===== config.mk =====
export PLATFORM = sky130hd
export DESIGN_NAME = tabl_outreg
export DESIGN_NICKNAME = d
export VERILOG_FILES = /design/src/design/tabl_pkg.sv /design/src/design/tabl_outreg.sv
export SDC_FILE = /design/constraint.sdc
export NUM_CORES = 1
export LEC_CHECK = 0
export BUFFER_PORTS_ARGS = -buffer_cell sky130_fd_sc_hd__clkbuf_2
export CAP_MARGIN = 25
export CORE_UTILIZATION = 30
export DETAILED_ROUTE_END_ITERATION = 12
export PLACE_DENSITY = 0.63
export SYNTH_ARGS = -nofsm -noshare
export SYNTH_HDL_FRONTEND = slang
export SYNTH_SLANG_ARGS = --single-unit

===== constraint.sdc =====
create_clock -name i_clk -period 3.4 [get_ports i_clk]
set_input_delay 0.17 -clock i_clk [delete_from_list [all_inputs] [get_ports i_clk]]
set_output_delay 0.17 -clock i_clk [all_outputs]
set_load 0.02 [all_outputs]

===== src/design/tabl_pkg.sv =====
// ----------------------------------------------------------------------------
// Three-axis biquad low-pass package
// Shared constants, coefficient type and register indexes.
// ----------------------------------------------------------------------------
package tabl_pkg;

    localparam int SAMPLE_WIDTH_DEF   = 16;
    localparam int COEF_FRAC_BITS_DEF = 14;
    localparam int COEF_WIDTH         = 16;
    localparam int AXES               = 3;
    localparam int CFG_IDX_W          = 3;

    typedef struct packed {
        logic signed [COEF_WIDTH-1:0] b0;
        logic signed [COEF_WIDTH-1:0] b1;
        logic signed [COEF_WIDTH-1:0] b2;
        logic signed [COEF_WIDTH-1:0] a1;
        logic signed [COEF_WIDTH-1:0] a2;
    } t_coefs;

    typedef enum logic [CFG_IDX_W-1:0] {
        CFG_B0 = 3'd0,
        CFG_B1 = 3'd1,
        CFG_B2 = 3'd2,
        CFG_A1 = 3'd3,
        CFG_A2 = 3'd4
    } t_cfg_idx;

    localparam logic signed [COEF_WIDTH-1:0] B0_RST = 16'sd3385;
    localparam logic signed [COEF_WIDTH-1:0] B1_RST = 16'sd6769;
    localparam logic signed [COEF_WIDTH-1:0] B2_RST = 16'sd3385;
    localparam logic signed [COEF_WIDTH-1:0] A1_RST = -16'sd6054;
    localparam logic signed [COEF_WIDTH-1:0] A2_RST = 16'sd3208;

endpackage


===== src/design/tabl_outreg.sv =====
// ----------------------------------------------------------------------------
// Result register
// Merges the three lane results into one output item and holds it while
// the downstream side stalls.
// ----------------------------------------------------------------------------
module tabl_outreg #(
    parameter int SAMPLE_WIDTH = tabl_pkg::SAMPLE_WIDTH_DEF
) (
    input  logic                           i_clk,
    input  logic                           i_rst_n,
    input  logic                           i_in_valid,
    input  logic                           i_out_stall,
    input  logic signed [SAMPLE_WIDTH-1:0] i_y0,
    input  logic signed [SAMPLE_WIDTH-1:0] i_y1,
    input  logic signed [SAMPLE_WIDTH-1:0] i_y2,
    output logic                           o_in_stall,
    output logic                           o_accept,
    output logic                           o_out_valid,
    output logic signed [SAMPLE_WIDTH-1:0] o_y0,
    output logic signed [SAMPLE_WIDTH-1:0] o_y1,
    output logic signed [SAMPLE_WIDTH-1:0] o_y2
);
    logic                           r_valid;
    logic signed [SAMPLE_WIDTH-1:0] r_y0, r_y1, r_y2;

    assign o_in_stall = r_valid & i_out_stall;
    assign o_accept   = i_in_valid & ~o_in_stall;

    always_ff @(posedge i_clk) begin
        if (!i_rst_n) begin
            r_valid <= 1'b0;
        end else if (o_accept) begin
            r_valid <= 1'b1;
        end else if (!i_out_stall) begin
            r_valid <= 1'b0;
        end
    end

    always_ff @(posedge i_clk) begin
        if (o_accept) begin
            r_y0 <= i_y0;
            r_y1 <= i_y1;
            r_y2 <= i_y2;
        end
    end

    assign o_out_valid = r_valid;
    assign o_y0        = r_y0;
    assign o_y1        = r_y1;
    assign o_y2        = r_y2;

endmodule


* After elaboration in Yosys (flattened, before gate mapping)
Index checks and enable logic that the tools add are counted. Widths: inputs -> output; s select.
Operators by class: order comparisons 0, mux-type cells 2, bitwise gates (word level) 3, equality and inequality tests 1, add/subtract/negate cells 0, reductions and logical operators 0, shift-type cells 0, divide/modulo/power cells 0, multipliers 0
Operator list (number):
- $and 1x1->1 | 2
- $mux 1 | 2
- $ne 2x1->1 const B | 1
- $not 1->1 | 1
Storage, ports and cells: memories 0, bits in registers 49, memory bits (writable) 0, word-level logic and storage cells 10, bits in read-only memories 0, bits in latches 0

* Logic depth before layout (Yosys ltp)
depth after elaboration 4, depth in mapped cells 2, depth with buffers taken out 2

* Worst setup path after synthesis
Ideal clock, no wire load.
path type flip-flop to flip-flop, start register r_valid (netlist: o_out_valid), end register r_y0[0] (netlist: o_y0[0]), enable pin, slack -0.047 ns, data arrival time 2.974 ns, setup time 0.472 ns, required time 2.928 ns, stages on the path, launching flop included 3, path through dfxtp_1 -> and2_4 -> nor2b_1
On the way: cells in the longest elaborated chain, start to end 3
Ends and longest elaborated chain:
- from (decl) | line tabl_outreg.sv:23 | logic r_valid;
- from (signal assigned) | line tabl_outreg.sv:31 | r_valid <= 1'b0;
- from (signal assigned) | line tabl_outreg.sv:33 | r_valid <= 1'b1;
- from (signal assigned) | line tabl_outreg.sv:35 | r_valid <= 1'b0;
- $and 1x1->1 | line tabl_outreg.sv:26 | assign o_in_stall = r_valid & i_out_stall;
- via o_in_stall | line tabl_outreg.sv:16 | output logic o_in_stall,
- $not 1->1 | line tabl_outreg.sv:27 | assign o_accept = i_in_valid & ~o_in_stall;
- $and 1x1->1 | line tabl_outreg.sv:27
- via o_accept | line tabl_outreg.sv:17 | output logic o_accept,
- to (signal assigned) | line tabl_outreg.sv:41 | r_y0 <= i_y0;
- to (decl) | line tabl_outreg.sv:24 | logic signed [SAMPLE_WIDTH-1:0] r_y0, r_y1, r_y2;
The timed path passes the listed nets, and every way through them passes these cells. A chain may end at the register's enable or synchronous reset.

* Worst setup path in the final report
start register r_valid (netlist: o_out_valid), end register r_y0[11] (netlist: o_y0[11]), enable pin
On the way: cells in the longest elaborated chain, start to end 3
Ends and longest elaborated chain (line):
- $and 1x1->1 | tabl_outreg.sv:26
- $not 1->1 | tabl_outreg.sv:27
- $and 1x1->1 | tabl_outreg.sv:27
Every way passes these cells.

==> out/summary.md <==
The first routing iteration left 45 violations. The path class of the tightest hold or removal check is input port to register. The run gives 2850 µm as the sum of routed wire length over all layers. The worst stage delay on the critical path was 0.48 ns. Measured on the finished design, the core utilization comes to 46.4%.

The die covers 0.00523 mm². After clock tree synthesis, the flow added hold-fix buffers numbering 0. The post-CTS setup buffer count was 0.

After global routing the overflow that remains totals 0. TritonCTS built the clock tree. The cell type with the largest total area after synthesis was edfxtp_1. The tools report the worst hold path endpoint as o_y2[1]. In this run the worst path has a maximum fanout of 28.

The gate family responsible for the most delay along the worst path is simple AND/OR/NAND/NOR gates. For the maximum number of pins on one net before global-route repair, the log shows 29. The post-detailed-route wirelength per cell came out at 12.4 µm. The clock arrives with 0.00582 ns of skew. Data on the critical path is required at its endpoint by 3.37 ns.

The count of antenna diodes in the layout is 0. For this design, the slowest cell found on the critical path is nor2b_4. Ranked by total cell area, the synthesized netlist is headed by edfxtp_1 97%, dfxtp_1 1.3%, and2_4 0.59%.

The tools report the critical path capture point type as a register. In this run the critical register-to-register path is launched from o_out_valid. The fraction of final layout cells with drive strength greater than 1 works out to 69.3%. Once the floorplan was initialized, standard cells occupied 31.2% of the core. For the sequential fraction of the synthesis area, the log shows 98.5%.

Yosys mapped the design onto 5 distinct sky130hd cell types. In the final layout, flip-flops and latches occupy 0.00146 mm². The clock net in this run drives a total of 49 sinks. The H-tree was split into 2 levels. The number of antenna violations at the first check in global routing was 0. Summing every instance area after synthesis gives 0.00148 mm². The post-layout minimum cycle time works out to 1.73 ns.

The mean number of vias per cell was 3.90; the total nets after synthesis was 104. The count of final setup violators is 0, and the horizontal extent of the die is 72.3 µm. The run finished with clean final reports.

Across the run, the number of max-cap violations was 0. Walking the worst path, the cells encountered are and2_4 > nor2b_4 > buf_4. The count of final hold-check violations was 0; the total CTS buffers was 5. Setup total negative slack on the finished layout was measured at 0 ns.

The power per standard cell area was 562 mW/mm². The area growth from synthesis to layout is 48.8%. Number of primary I/O pins: 103. The register clock-pin slew on the reported worst setup and hold paths came out at 0.09 ns. Input and output buffers added on the ports amount to 102. Dividing the synthesized area by the synthesized cell count gives 28.5 µm². The number of buffers and inverters on the critical path is 1, and the slew at the pin closest to its max-slew limit is 0.584 ns. The logs give 0.688 for the global placement routability congestion and 0 for the number of antenna-violating nets in the routed design. Synthesis produced a netlist whose cell count is 52. The floorplan has 25 rows. After synthesis the netlist holds a flip-flop and latch count of 49. The path type of the worst setup path is register to register.

The vias after detailed routing came out at 898. For this run, the number of Yosys warnings is 0. Number of cells traversed by the worst register-to-register path: 3. The ratio of final minimum period to clock period was 50.8%; the combined area of the multi-input logic cells was 30.0 µm². The logs give 0.29 ns for the clock latency on the worst-skew pair and 61.0% for the tightest slew margin relative to the limit. The height of the die was 72.3 µm. The worst reg2reg path endpoint is o_y0[11]. Critical path launch point type: a register. Across all register-to-register paths, the minimum setup slack is 1.67 ns. The depth of the worst hold-timing path is 1, and the number of global-route vias before repair is 936. In the routed design, unresolved DRC markers number 0. The number of iterations in the first detailed-routing pass was 4. The top cell type by area accounts for 97.1% of the synthesized area. The number of buffers on the longest clock path came out at 2.

In this run the most critical hold path is launched from i_y2[1]. The highest attainable clock frequency was 579 MHz. Global routing used 11.2% of the available tracks. The run gives 1.69 ns as the endpoint arrival time on the critical path. Setup repair after global routing left no endpoint under its margin. The run gives 4140 µm as the first-pass GRT wire length.

For this design the static power due to leakage is 0.000971 µW. The final net count was 214; the core region area was 0.00475 mm². The worst supply voltage drop on vdd came out at 286 µV. The cell sitting at the root of the clock tree is a clkbuf_8. Number of max-slew violations in the final report: 0.

Counting the fill cells in the layout gives 426. The run gives 0 as the quantity of gates resized following cts.
==> worst reg2reg max path: stages (launching register included) <==
cell and delay, ns:
dfxtp_1 0.32, and2_4 0.15, nor2b_4 0.48, buf_4 0.44
==> placed cells by master, fill, tap and decap left out, drive strengths merged <==
cell type,count
buf,1
edfxtp,48
and2,1
o21a,1
clkinvlp,1
dfxtp,1
clkinv,1
clkbuf,107
bufinv,1
nor2b,1
==> cell type report <==
type / count / share of cell area [%]
Sequential cell: 49 / 66.2
Timing Repair Buffer: 103 / 23.5
Clock inverter: 3 / 2.10
Clock buffer: 5 / 3.12
Multi-Input combinational cell: 3 / 1.36
Tap cell: 67 / 3.80
==> stage by stage <==
step | hold WS, ns | power, µW | area, µm² | std cells | setup slack [ns]
after floorplan | 0.269 | 788 | 1490 | 52 | 1.00
after detailed placement | 0.349 | 856 | 2090 | 222 | 1.63
final | 0.0460 | 1240 | 2210 | 230 | 1.67
after global routing | 0.0267 | 1290 | 2210 | 230 | 1.55
after global placement | 0.347 | 851 | 2090 | 222 | 1.71
after CTS | 0.0327 | 1260 | 2210 | 230 | 1.63
==> kinds of logic after synthesis <==
logic type	after synthesis	synth area share, %
AOI/OAI and AO/OA	1	0.506
DFF	49	98.5
and+or+nand+nor	2	1.01
==> flip-flops by register name, summed over array words and instances, names as in the netlist <==
name	flops
o_out_valid	1
o_y1	16
o_y2	16
o_y0	16
==> how the worst max path moves through the flow <==
| stage | depth (start not counted) | slack (ns) | startpoint | to |
|---|---|---|---|---|
| after global routing | 3 | 1.55 | o_out_valid | o_y2[15] |
| after detailed placement | 3 | 1.63 | o_out_valid | o_y1[13] |
| final | 3 | 1.67 | o_out_valid | o_y0[11] |
| after CTS | 3 | 1.63 | o_out_valid | o_y0[3] |
| after floorplan | 2 | 1.00 | o_out_valid | o_y0[0] |
| after global placement | 3 | 1.71 | o_out_valid | o_y1[15] |
==> report_power, final <==
group | switching (µW) | internal (µW) | leakage, µW
combinational | 79.2 | 45.3 | 0.000444
sequential | 9.46 | 705 | 0.000473
clock | 182 | 220 | 0.0000543
==> synthesized netlist by cell type (all sizes together) <==
master	count
o21a	1
dfxtp	1
and2	1
edfxtp	48
nor2b	1
==> metal layers <==
layer / wire (µm) / global-route usage [%]
met3: 385 / 5.69
met2: 1420 / 18.3
met5: 0 / 0
met1: 1000 / 11.1
met4: 45 / 7.84
(Power assumes the default switching activity.)
